File: config.mk
export PLATFORM = sky130hd
export DESIGN_NAME = ptum_cell
export DESIGN_NICKNAME = d
export VERILOG_FILES = /design/src/rtl/packed_upper_triangular_matmul_assert.svh /design/src/rtl/ptum_pkg.sv /design/src/rtl/ptum_cell.sv
export SDC_FILE = /design/constraint.sdc
export NUM_CORES = 1
export LEC_CHECK = 0
export ABC_CLOCK_PERIOD_IN_PS = 1700
export BUFFER_PORTS_ARGS = -buffer_cell sky130_fd_sc_hd__buf_2
export CAP_MARGIN = 20
export CELL_PAD_IN_SITES_DETAIL_PLACEMENT = 2
export CELL_PAD_IN_SITES_GLOBAL_PLACEMENT = 2
export CORE_UTILIZATION = 25
export CTS_CLUSTER_DIAMETER = 100
export CTS_CLUSTER_SIZE = 24
export DETAILED_ROUTE_END_ITERATION = 8
export PLACE_DENSITY = 0.87
export SLEW_MARGIN = 20
export SYNTH_ARGS = -nofsm -noshare
export SYNTH_HDL_FRONTEND = slang
export SYNTH_SLANG_ARGS = --single-unit
File: constraint.sdc
create_clock -name i_clk -period 1.7 [get_ports i_clk]
set_clock_uncertainty 0.15 [all_clocks]
set_input_delay 0.17 -clock i_clk [delete_from_list [all_inputs] [get_ports i_clk]]
set_output_delay 0.17 -clock i_clk [all_outputs]
set_load 0.01 [all_outputs]
File: src/rtl/packed_upper_triangular_matmul_assert.svh
// Assertion macros shared by the packed triangular multiply RTL.
`ifndef PACKED_UPPER_TRIANGULAR_MATMUL_ASSERT_SVH
`define PACKED_UPPER_TRIANGULAR_MATMUL_ASSERT_SVH

// Same-cycle implication, disabled during reset.
`define PTUM_ASSERT_IMP(label, clk, rst_n, ante, cons) \
    label: assert property (@(posedge clk) disable iff (!rst_n) (ante) |-> (cons)) \
        else $error("ptum: implication check failed");

// Next-cycle implication, disabled during reset.
`define PTUM_ASSERT_NXT(label, clk, rst_n, ante, cons) \
    label: assert property (@(posedge clk) disable iff (!rst_n) (ante) |=> (cons)) \
        else $error("ptum: next-cycle check failed");

`endif

File: src/rtl/ptum_pkg.sv
// ----------------------------------------------------------------------------
// ptum_pkg
// Types and constants of the packed upper-triangular matrix multiply.
// ----------------------------------------------------------------------------
package ptum_pkg;

    localparam int CMD_W  = 2;
    localparam int ROW_W  = 6;
    localparam int VAL_W  = 32;
    localparam int SIZE_W = 7;
    localparam int ACC_W  = 72;

    localparam logic [CMD_W-1:0] CMD_LD_U = 2'd0;
    localparam logic [CMD_W-1:0] CMD_LD_F = 2'd1;
    localparam logic [CMD_W-1:0] CMD_COMP = 2'd2;

    typedef struct packed {
        logic [CMD_W-1:0]        cmd;
        logic [ROW_W-1:0]        row;
        logic [ROW_W-1:0]        col;
        logic signed [VAL_W-1:0] value;
    } t_req;

    typedef struct packed {
        logic [ROW_W-1:0]        out_row;
        logic [ROW_W-1:0]        out_col;
        logic signed [VAL_W-1:0] out_value;
        logic                    last;
    } t_res;

    typedef enum logic [1:0] {
        ST_IDLE,
        ST_LOAD,
        ST_COMP,
        ST_DRAIN
    } t_state;

    // shift control broadcast along the cell chain
    typedef struct packed {
        logic             shift;
        logic             ins_en;
        logic [ROW_W-1:0] pos;
    } t_chain_ctl;

    // per-product tag that travels with the MAC pipeline
    typedef struct packed {
        logic             first;
        logic             lastk;
        logic [ROW_W-1:0] row;
        logic             lastrow;
    } t_mac_tag;

endpackage

File: src/rtl/ptum_cell.sv
// ----------------------------------------------------------------------------
// ptum_cell
// One cell of the F column chain: takes its right neighbor on a shift, or
// the insert value when the insert position names this cell.
// ----------------------------------------------------------------------------
module ptum_cell #(
    parameter int IDX = 0
) (
    input  logic                                 i_clk,
    input  ptum_pkg::t_chain_ctl                 i_ctl,
    input  logic signed [ptum_pkg::VAL_W-1:0]    i_nb,
    input  logic signed [ptum_pkg::VAL_W-1:0]    i_ins,
    output logic signed [ptum_pkg::VAL_W-1:0]    o_q
);
    import ptum_pkg::*;

    logic signed [VAL_W-1:0] r_q;

    always_ff @(posedge i_clk) begin
        if (i_ctl.shift) begin
            r_q <= (i_ctl.ins_en && i_ctl.pos == ROW_W'(IDX)) ? i_ins : i_nb;
        end
    end

    assign o_q = r_q;

endmodule

== Word-level counts from Yosys, hierarchy flattened ==
Cells that the tools add are included.

* Bits in registers: 32
* Memories kept: 0
* Input bits: 73
* ROM bits: 0
* RAM bits: 0
* Latch bits: 0
* Word-level logic and storage cells: 4

* Shifts and indexed selects: 0
* Div/mod/pow operators: 0
* Magnitude comparators: 0
* Bitwise logic cells: 0
* Multiplexer cells: 1
* Equality and inequality tests: 0
* Reductions and logical operators: 2
* Multipliers: 0
* Add/subtract/negate cells: 0

{| class="wikitable"
|+ Operators with widths
! cell !! number
|-
| $mux 32 || 1
|-
| $logic_not 6->1 || 1
|-
| $logic_and 1x1->1 || 1
|}

== Depth between registers and ports, before layout ==
* Depth after elaboration: 3
* Depth in mapped cells: 4
* Mapped depth without buffers: 3

== Least setup slack after synthesis ==
Ideal clock, no wire load.

* Kind: input to register
* Start point: in i_ctl[1] in the netlist's numbering
* End point: reg r_q[10] (netlist: o_q[10]) (data pin)
* Slack: 0.196 ns
* Stages on the path: 4
* Data required time: 1.290 ns
* Setup time: 0.260 ns
* Arrival: 1.093 ns
* Cells stage by stage: nor4_2 > nand3_2 > buf_6 > mux2_4

* Longest elaborated chain between the ends: 3

{| class="wikitable"
|+ RTL lines
! element !! line !! text
|-
| start, declared || ptum_cell.sv:10 || <nowiki>input ptum_pkg::t_chain_ctl i_ctl,</nowiki>
|-
| $logic_not 6->1 || ptum_cell.sv:21 || <nowiki>r_q <= (i_ctl.ins_en && i_ctl.pos == ROW_W'(IDX)) ? i_ins : i_nb;</nowiki>
|-
| $logic_and 1x1->1 || ptum_cell.sv:21 ||
|-
| $mux 32 || ptum_cell.sv:21 ||
|-
| end signal, assigned || ptum_cell.sv:21 ||
|-
| end, declared || ptum_cell.sv:17 || <nowiki>logic signed [VAL_W-1:0] r_q;</nowiki>
|}

Every way passes these cells.
A chain may end at the register's enable or synchronous reset.

== Final worst setup path ==
* Start point: in i_ctl[1] in the netlist's numbering
* End point: reg r_q[21] (netlist: o_q[21]) (data pin)

Same word-level chain as after synthesis.

==> flow_metrics.tcl <==
set metrics [dict create \
    synth-edff-count 32 \
    die_width_um 79.3 \
    cp_slowest_cell "mux2_4" \
    routed_wl_um 4010 \
    clock_sinks 32 \
    synth_area_leaders "edfxtp_1 (64%), mux2_4 (30%), buf_6 (2.3%), mux2_2 (1.5%), nor4_2 (0.84%)" \
    seq_area_frac_synth 0.643 \
    worstSetupEndpointType "flop" \
    cts_setup_buffers 0 \
    maxCapViolCount 0 \
    synth_top_family_by_area "multiplexers" \
    ant_nets 0 \
    grt_max_degree 33 \
    nNetsFinal 253 \
    status "finished clean" \
    power.leakage_nw 1.08 \
    synth_seq_cells 32 \
    cts_resized 0 \
    rows 27 \
    synth.area.mux_share 0.317 \
    setup_viol 0 \
    synth_most_common_cell "edfxtp_1" \
    layout_min_cycle_time_ns 1.39 \
    gp_congestion 0.738 \
    synthXorXnorAreaFrac 0 \
    syn_area_per_cell_sq_um 21.3 \
    cts-buffers-inserted 5 \
    io_buffers 104 \
    synth_top_area_frac 0.643 \
    maxSlewHeadroom 0.732 \
    gr-total-overflow 0 \
    grt_pass1_wl_um 5960 \
    cts.path.max_buffers 2 \
    finalMaxSlewViolations 0 \
    synth.net_count 143 \
    drive_gt1_frac 0.801 \
    drtPass1Iterations 3 \
    initialDrtViolationCount 13 \
    max_stage_delay_ns 0.32 \
    cts_tree "yes" \
    vias_per_cell 4.08 \
    antenna_found_initial 0 \
    die_h_um 79.3 \
    fin_setup_tns_ns 0 \
    wl_per_cell_um 15.8 \
    yosys_warnings 0 \
    required_ns 1.57 \
    netlist_instances 70 \
    path_clk_slew_ns 0.07 \
    min_path_cells 2 \
    critical_path_class "in -> reg" \
    fin_util 0.386 \
    yosys.area_share.simple 0.0176 \
    power.density_mw_per_mm2 809 \
    ys.flop_type "edfxtp_1" \
    diodes 0 \
    vias 1032 \
    synth_area_leader_cell "edfxtp_1" \
    fmax_ghz 0.722 \
    synth-compound-area-share 0 \
    rsz0062_at_grt "false" \
    worst_pin_slew_ns 0.402 \
    holdCritPathClass "in -> reg" \
    area_growth_pct 45.8 \
    synth_area_sq_mm 0.00149 \
    grt_pass1_vias 1145 \
    ys_types 7 \
    synthAdderAreaFrac 0 \
    cts_root_buffer "clkbuf_8" \
    largest_reg_flops 32 \
    cp_max_fo 32 \
    cts_hold_buf 0 \
    num_io_pins 105 \
    dieArea_sq_mm 0.00629 \
    core-area_sq_mm 0.00564 \
    cp_data_arrival_time_ns 1.26 \
    path_cells "buf_2, nor4_2, nand3_2, buf_12, mux2_4" \
    post-route-period-util 0.815 \
    synth_common_cells "edfxtp_1 (32), mux2_4 (30), buf_6 (3)" \
    htreeDepth 2 \
    drc 0 \
    fill_cells 611 \
    final-hold-violation-count 0 \
    async_flop_share 0 \
    cp-start-kind "primary input" \
    start_util 0.265 \
    track_usage 0.134 \
    vdd_ir_drop_max_v 0.000331 \
]
==> area by class of cell <==
| class | count | area (sq um) | area share |
|---|---|---|---|
| sequential | 32 | 961 | 0.441 |
| clock inverter | 1 | 3.75 | 0.00172 |
| tap | 72 | 90.1 | 0.0414 |
| timing repair buffer | 106 | 548 | 0.252 |
| multi-input combinational | 35 | 499 | 0.229 |
| clock buffer | 7 | 76.3 | 0.0350 |
==> placed cells by master (no fill, tap or decap) <==
master / n
mux2_2: 2
edfxtp_1: 32
buf_12: 1
buf_2: 104
buf_4: 1
nand3_2: 1
nor4_2: 1
clkbuf_1: 2
clkbuf_8: 5
clkinv_1: 1
nor2_1: 1
mux2_4: 30
==> report_power, final <==
group | internal [mW] | switching [mW] | leakage (nW) | total (mW)
Sequential | 0.940 | 0.0170 | 0.313 | 0.957
Combinational | 0.153 | 0.111 | 0.726 | 0.264
Clock | 0.285 | 0.257 | 0.0399 | 0.541
==> cell families (layout without fill, tap and decap cells) <==
family        after synthesis  in the layout
buf+inv                     3            114
flops                      32             32
mux                        32             32
simple gates                3              3
==> routing by layer <==
layer  GRT usage  vias up  share of wire
met2       0.274       45           0.60
met1       0.115      485           0.33
met4      0.0691        0          0.024
li1            -      495              -
met3      0.0379        7          0.047
met5           0        -              0
==> critical path: cells and delay by family <==
kind          cells  cell delay, ns
simple gates      2            0.43
buf+inv           2            0.32
mux               1            0.32
==> through the flow <==
stage / setup WS, ns / cell area (sq um) / hold WS, ns / std cells / power, mW
after floorplan: 0.196 / 1490 / 0.132 / 70 / 1.07
after global placement: 0.0696 / 2100 / 0.321 / 245 / 1.23
after detailed placement: 0.0261 / 2100 / 0.325 / 245 / 1.25
after CTS: 0.317 / 2180 / 0.0323 / 253 / 1.80
after global routing: 0.283 / 2180 / 0.0296 / 253 / 1.84
final: 0.315 / 2180 / 0.0436 / 253 / 1.76
==> final timing paths <==
kind / from / slack (ns) / endpoint
max: i_ctl[1] / 0.31 / o_q[21]$_DFFE_PP_
min: i_ins[8] / 0.04 / o_q[8]$_DFFE_PP_
Power figures use the tool's default switching activity.
