`config.mk`:
```
export PLATFORM = sky130hd
export DESIGN_NAME = ptum_mac
export DESIGN_NICKNAME = d
export VERILOG_FILES = /design/src/rtl/packed_upper_triangular_matmul_assert.svh /design/src/rtl/ptum_pkg.sv /design/src/rtl/ptum_mac.sv
export SDC_FILE = /design/constraint.sdc
export NUM_CORES = 2
export LEC_CHECK = 0
export BUFFER_PORTS_ARGS = -buffer_cell sky130_fd_sc_hd__buf_2
export CAP_MARGIN = 20
export CORE_ASPECT_RATIO = 0.75
export CORE_MARGIN = 5
export CORE_UTILIZATION = 50
export CTS_CLUSTER_SIZE = 25
export DETAILED_ROUTE_END_ITERATION = 16
export GPL_TIMING_DRIVEN = 0
export MAX_ROUTING_LAYER = met4
export PLACE_DENSITY = 0.75
export SYNTH_ARGS = -nofsm -noshare
export SYNTH_HDL_FRONTEND = slang
export SYNTH_SLANG_ARGS = --single-unit
export TNS_END_PERCENT = 50
```
`constraint.sdc`:
```
create_clock -name i_clk -period 9.95 [get_ports i_clk]
set_input_delay 0.4975 -clock i_clk [delete_from_list [all_inputs] [get_ports i_clk]]
set_output_delay 0.4975 -clock i_clk [all_outputs]
set_load 0.01 [all_outputs]
```
`src/rtl/packed_upper_triangular_matmul_assert.svh`:
```
// Assertion macros shared by the packed triangular multiply RTL.
`ifndef PACKED_UPPER_TRIANGULAR_MATMUL_ASSERT_SVH
`define PACKED_UPPER_TRIANGULAR_MATMUL_ASSERT_SVH

// Same-cycle implication, disabled during reset.
`define PTUM_ASSERT_IMP(label, clk, rst_n, ante, cons) \
    label: assert property (@(posedge clk) disable iff (!rst_n) (ante) |-> (cons)) \
        else $error("ptum: implication check failed");

// Next-cycle implication, disabled during reset.
`define PTUM_ASSERT_NXT(label, clk, rst_n, ante, cons) \
    label: assert property (@(posedge clk) disable iff (!rst_n) (ante) |=> (cons)) \
        else $error("ptum: next-cycle check failed");

`endif

```
`src/rtl/ptum_pkg.sv`:
```
// ----------------------------------------------------------------------------
// ptum_pkg
// Types and constants of the packed upper-triangular matrix multiply.
// ----------------------------------------------------------------------------
package ptum_pkg;

    localparam int CMD_W  = 2;
    localparam int ROW_W  = 6;
    localparam int VAL_W  = 32;
    localparam int SIZE_W = 7;
    localparam int ACC_W  = 72;

    localparam logic [CMD_W-1:0] CMD_LD_U = 2'd0;
    localparam logic [CMD_W-1:0] CMD_LD_F = 2'd1;
    localparam logic [CMD_W-1:0] CMD_COMP = 2'd2;

    typedef struct packed {
        logic [CMD_W-1:0]        cmd;
        logic [ROW_W-1:0]        row;
        logic [ROW_W-1:0]        col;
        logic signed [VAL_W-1:0] value;
    } t_req;

    typedef struct packed {
        logic [ROW_W-1:0]        out_row;
        logic [ROW_W-1:0]        out_col;
        logic signed [VAL_W-1:0] out_value;
        logic                    last;
    } t_res;

    typedef enum logic [1:0] {
        ST_IDLE,
        ST_LOAD,
        ST_COMP,
        ST_DRAIN
    } t_state;

    // shift control broadcast along the cell chain
    typedef struct packed {
        logic             shift;
        logic             ins_en;
        logic [ROW_W-1:0] pos;
    } t_chain_ctl;

    // per-product tag that travels with the MAC pipeline
    typedef struct packed {
        logic             first;
        logic             lastk;
        logic [ROW_W-1:0] row;
        logic             lastrow;
    } t_mac_tag;

endpackage

```
`src/rtl/ptum_mac.sv`:
```
// ----------------------------------------------------------------------------
// ptum_mac
// Multiply, exact accumulate, round half up and saturate to Q16.16.
// ----------------------------------------------------------------------------
module ptum_mac (
    input  logic                              i_clk,
    input  logic                              i_rst_n,
    input  logic                              i_valid,
    input  ptum_pkg::t_mac_tag                i_tag,
    input  logic signed [ptum_pkg::VAL_W-1:0] i_a,
    input  logic signed [ptum_pkg::VAL_W-1:0] i_b,
    output logic                              o_valid,
    output logic [ptum_pkg::ROW_W-1:0]        o_row,
    output logic                              o_last,
    output logic signed [ptum_pkg::VAL_W-1:0] o_value
);
    import ptum_pkg::*;

    logic                      r_pv;
    t_mac_tag                  r_pt;
    logic signed [2*VAL_W-1:0] r_p;
    logic signed [ACC_W-1:0]   r_acc;
    logic                      r_fv;
    logic [ROW_W-1:0]          r_frow;
    logic                      r_flast;
    logic                      r_ov;
    logic [ROW_W-1:0]          r_orow;
    logic                      r_olast;
    logic signed [VAL_W-1:0]   r_oval;

    logic signed [ACC_W-1:0]   p_ext;
    logic signed [ACC_W-1:0]   rnd;
    logic                      fits;
    logic signed [VAL_W-1:0]   sat;

    assign p_ext = {{(ACC_W-2*VAL_W){r_p[2*VAL_W-1]}}, r_p};
    assign rnd   = r_acc + ACC_W'(32768);
    // result fits when bits 47 and up are all sign copies
    assign fits  = (&rnd[ACC_W-1:47]) | ~(|rnd[ACC_W-1:47]);
    assign sat   = fits ? rnd[47:16] : (rnd[ACC_W-1] ? 32'sh8000_0000 : 32'sh7FFF_FFFF);

    always_ff @(posedge i_clk) begin
        if (!i_rst_n) begin
            r_pv <= 1'b0;
            r_fv <= 1'b0;
            r_ov <= 1'b0;
        end else begin
            r_pv <= i_valid;
            r_fv <= r_pv & r_pt.lastk;
            r_ov <= r_fv;
        end
        r_p  <= i_a * i_b;
        r_pt <= i_tag;
        if (r_pv) begin
            r_acc <= r_pt.first ? p_ext : r_acc + p_ext;
        end
        r_frow  <= r_pt.row;
        r_flast <= r_pt.lastrow;
        r_orow  <= r_frow;
        r_olast <= r_flast;
        r_oval  <= sat;
    end

    assign o_valid = r_ov;
    assign o_row   = r_orow;
    assign o_last  = r_olast;
    assign o_value = r_oval;

endmodule

```
Yosys cells after proc, flatten, opt, wreduce, memory -nomap -nowiden

Cells that the tools add are included.

Bitwise logic cells: 3
Reduce and logical (&&, ||, !) cells: 2
$add $sub $neg: 2
Multipliers: 1
Mux-type cells: 3

Operator list:

| kind                     | number |
|---|---|
| $add A72 B17 Y72 const B | 1 |
| $add A72 B64 Y72         | 1 |
| $mux W72                 | 1 |
| $mul A32 B32 Y64         | 1 |
| $mux W32                 | 2 |
| $reduce_and A25 Y1       | 1 |
| $reduce_or A25 Y1        | 1 |
| $and A1 B1 Y1            | 1 |
| $not A1 Y1               | 1 |
| $or A1 B1 Y1             | 1 |

Input bits: 76
Flip-flop bits (word level): 194
Output and inout port bits: 40
Logic and storage cells: 25

Depth between registers and ports, before layout

Word-level depth: 5
Gate-level depth with buffers: 30
Mapped depth without buffers: 28

Worst setup path before layout

OpenSTA, ideal clock, no wires.

Kind: input to register
Start point: in i_b[2] (netlist bit)
End point: reg r_p[62]
Slack: 1.978 ns
Data required time: 9.828 ns
Arrival time: 7.850 ns
Library setup time: 0.122 ns
Stages on the path: 25
Buffers on the path: 2
Cells stage by stage: clkbuf_1 nand2_1 inv_1 fa_1 fa_1 fa_1 fa_1 inv_1 fa_1 inv_1 fa_1 fa_1 fa_1 ha_1 clkbuf_1 a21o_1 a21oi_1 o21ai_0 nand3_1 nand2_1 a2111oi_0 o31ai_1 a22oi_1 nor4b_1 a311o_1

Word-level cells in the longest chain between the ends: 1

Ends and longest elaborated chain:

| what                 | line           | source |
|---|---|---|
| from (decl)          | ptum_mac.sv:11 | `input logic signed [ptum_pkg::VAL_W-1:0] i_b,` |
| $mul A32 B32 Y64     | ptum_mac.sv:52 | `r_p <= i_a * i_b;` |
| to (signal assigned) | ptum_mac.sv:52 |  |
| to (decl)            | ptum_mac.sv:21 | `logic signed [2*VAL_W-1:0] r_p;` |

No other way between the ends.
A chain may end at the register's enable or synchronous reset.

Worst setup path in the final report

Start point: in i_b[8] (netlist bit)
End point: reg r_p[63]

Same word-level chain as after synthesis.

==> summary.md <==
| Metric | Value |
|---|---|
| Worst Skew | `0.02582 ns` |
| H-tree Lvls | `4` |
| CP Class | `in -> reg` |
| Top-count cell post-synth | `fa_1` |
| Hold WS | `0.1328 ns` |
| Fin. Hold Viols | `0` |
| Vias in the first global route | `38,029` |
| Max_cap viols | `0` |
| Max FO, Critical Path | `10` |
| Initial drt markers | `4,052` |
| RSZ-0062 raised after global routing | `no` |
| Number of synthesized register bits | `194` |
| GRT overflow | `0` |
| CP required | `10.31 ns` |
| Post-CTS Resized | `0` |
| Synth area leaders | `fa_1 (46%), inv_1 (8.1%), and2_1 (7.0%), ha_1 (6.8%), dfxtp_1 (5.2%)` |
| Setup Viol. Count Final | `0` |
| Row cnt | `97` |
| Share of cells above drive strength 1 | `0.03901` |
| Worst-skew pair later-pin latency | `0.46 ns` |
| I/O Pins | `116` |
| Setup crit end kind | `flop` |
| First-pass detailed-route iteration total | `6` |
| CTS tree | `yes` |
| Tightest Pin Transition | `1.320 ns` |
| Remaining DRCs | `0` |
| Setup bufs post-CTS | `0` |
| Clk slew on worst S/H paths | `0.09 ns` |
| Worst setup path startpoint | `i_b[8]` |
| Synth warn | `0` |
| Largest net degree at the start of global routing | `50` |
| Initial antenna violation count | `25` |
| Hold_buf cts | `0` |
| Root Driver | `clkbuf_16` |
| Post-synth EDFFs | `72` |
| Area after DPL | `49,090 um^2` |
| Antenna Violating Nets Remaining | `0` |
| Syn Nets | `6,415` |
| Post-DP HPWL | `138,000 um` |
| CTS Buffer Depth | `2` |
| Seq/Total Area, Yosys | `0.09818` |
| Worst hold start | `i_tag[6]` |
| Via count | `36,803` |
| Synth top area share | `0.4623` |
| # clock sinks | `194` |
| Slew headroom | `0.1203` |
| Number of distinct library cells after synthesis | `80` |
| Cell taking the most area after synthesis | `fa_1` |
| Outcome | `finished clean` |
| Fin. max-slew vios | `0` |
| Syn_area_per_cell | `9.379 um^2` |
| Die width | `363.6 um` |
| Hold Crit Class | `in -> reg` |
| Highest clock rate | `102.2 MHz` |
| Cells after synthesis | `5,000` |
| Reg2reg start | `r_acc[20]` |
| Initial Util | `0.5031` |
| CTS buffer count | `17` |
| Commonest cells in the netlist | `fa_1 (1,083), inv_1 (1,006), nand2_1 (638)` |
| Mapped Area | `46,900 um^2` |
| Main synth FF type | `dfxtp_1` |
| Minimum clock period | `9.789 ns` |
| Gpl congestion | `1.058` |
| Async set or reset register ratio after synthesis | `0` |
| Final wirelength | `165,200 um` |
| Final Cell Area | `49,820 um^2` |
| Startpoint class of the critical path | `primary input` |
| CP dominant cell by count | `fa_1` |
| Gr usage total | `0.3476` |
| Critical path buffer and inverter count | `5` |
| Vias per cell | `5.741` |
| Setup TNS | `0 ns` |
| CP top delay family | `adder cells` |
| Die Footprint | `100,100 um^2` |
| Synthesis-to-layout area growth | `6.232%` |
| Core area | `93,210 um^2` |
| CP Data Arrival Time | `10.15 ns` |
| Slowest stage delay, CP | `0.85 ns` |
| CP max-delay cell | `clkbuf_1` |
| IO Port Bufs | `115` |
| Drt wl/cell | `25.77 um` |
| Fin crit share | `0.9838` |
| Die Span Y | `275.2 um` |
| Nets | `6,554` |
| First-pass GRT wire length | `246,500 um` |
## per-stage QoR
step	setup slack, ns	cells	utilization
2_1_floorplan	1.978	5000	-
3_3_place_gp	-0.5163	6352	0.5259
3_5_place_dp	-0.1657	6357	0.5266
4_1_cts	0.3160	6389	0.5335
5_1_grt	0.01956	6407	0.5344
6_report	0.1614	6411	0.5345
## final cells by class
| type | count | area, um^2 |
|---|---|---|
| Tap cell | 1237 | 1548 |
| Fill cell | 8602 | 43390 |
| Buffer | 243 | 993.5 |
| Antenna cell | 22 | 55.05 |
| Multi-Input combinational cell | 3555 | 37530 |
| Inverter | 1006 | 3776 |
| Clock inverter | 15 | 215.2 |
| Clock buffer | 17 | 425.4 |
| Sequential cell | 194 | 4608 |
| Timing Repair Buffer | 122 | 666.9 |
## placed cells by master, fill, tap and decap left out, types with 35 or more instances in the layout
master / n
edfxtp_1: 72
nand2_1: 638
nor2_1: 74
nand4_1: 35
nand3_1: 50
xor2_1: 63
fa_1: 1082
a21o_1: 58
ha_1: 256
and2_1: 528
dfxtp_1: 121
buf_2: 115
inv_1: 1006
a21oi_1: 153
xnor2_1: 114
o21ai_0: 146
clkbuf_1: 232
nor2b_1: 39
## flip-flops by register name, indices dropped and copies added (netlist names)
| register | count |
|---|---|
| o_last | 1 |
| r_fv | 1 |
| r_pv | 1 |
| o_value | 32 |
| r_acc | 72 |
| r_p | 64 |
| o_valid | 1 |
| r_pt | 9 |
| r_flast | 1 |
| o_row | 6 |
| r_frow | 6 |
## path summary, 6_finish.rpt
path	to	slack, ns	cells past startpoint
hold reg to reg	r_frow[0]	0.33	0
setup / recovery	r_p[63]	0.16	26
hold / removal	r_pt[6]	0.13	1
setup reg to reg	r_acc[47]	5.24	13
## routing by layer
metal / track usage / routed length, um
met5: - / 0
met3: 0.1355 / 24890
met2: 0.4695 / 65840
met4: 0.1159 / 6808
met1: 0.4790 / 67660
## worst register-to-register path, stage by stage (launching register included)
cell and delay, ns:
edfxtp_1 0.53, ha_1 0.33, clkbuf_1 0.28, nand4_1 0.21, nor4_1 0.48, nand2_1 0.09
a21oi_1 0.24, nor2_1 0.21, o41ai_1 0.74, a41oi_1 0.34, a31oi_1 0.44, a221oi_1 0.16
xnor2_1 0.16, mux2_2 0.27
## logic make-up after synthesis
group,after synthesis,synth area share
simple gates,1482,0.1601
fa+ha+maj,1339,0.5306
buf+inv,1251,0.1017
compound gates,520,0.06822
flops,194,0.09818
xor+xnor,177,0.03306
mux,37,0.008111
Power is not shown: default switching activity piles up to over one toggle a cycle in this logic, so the estimate is an artifact.
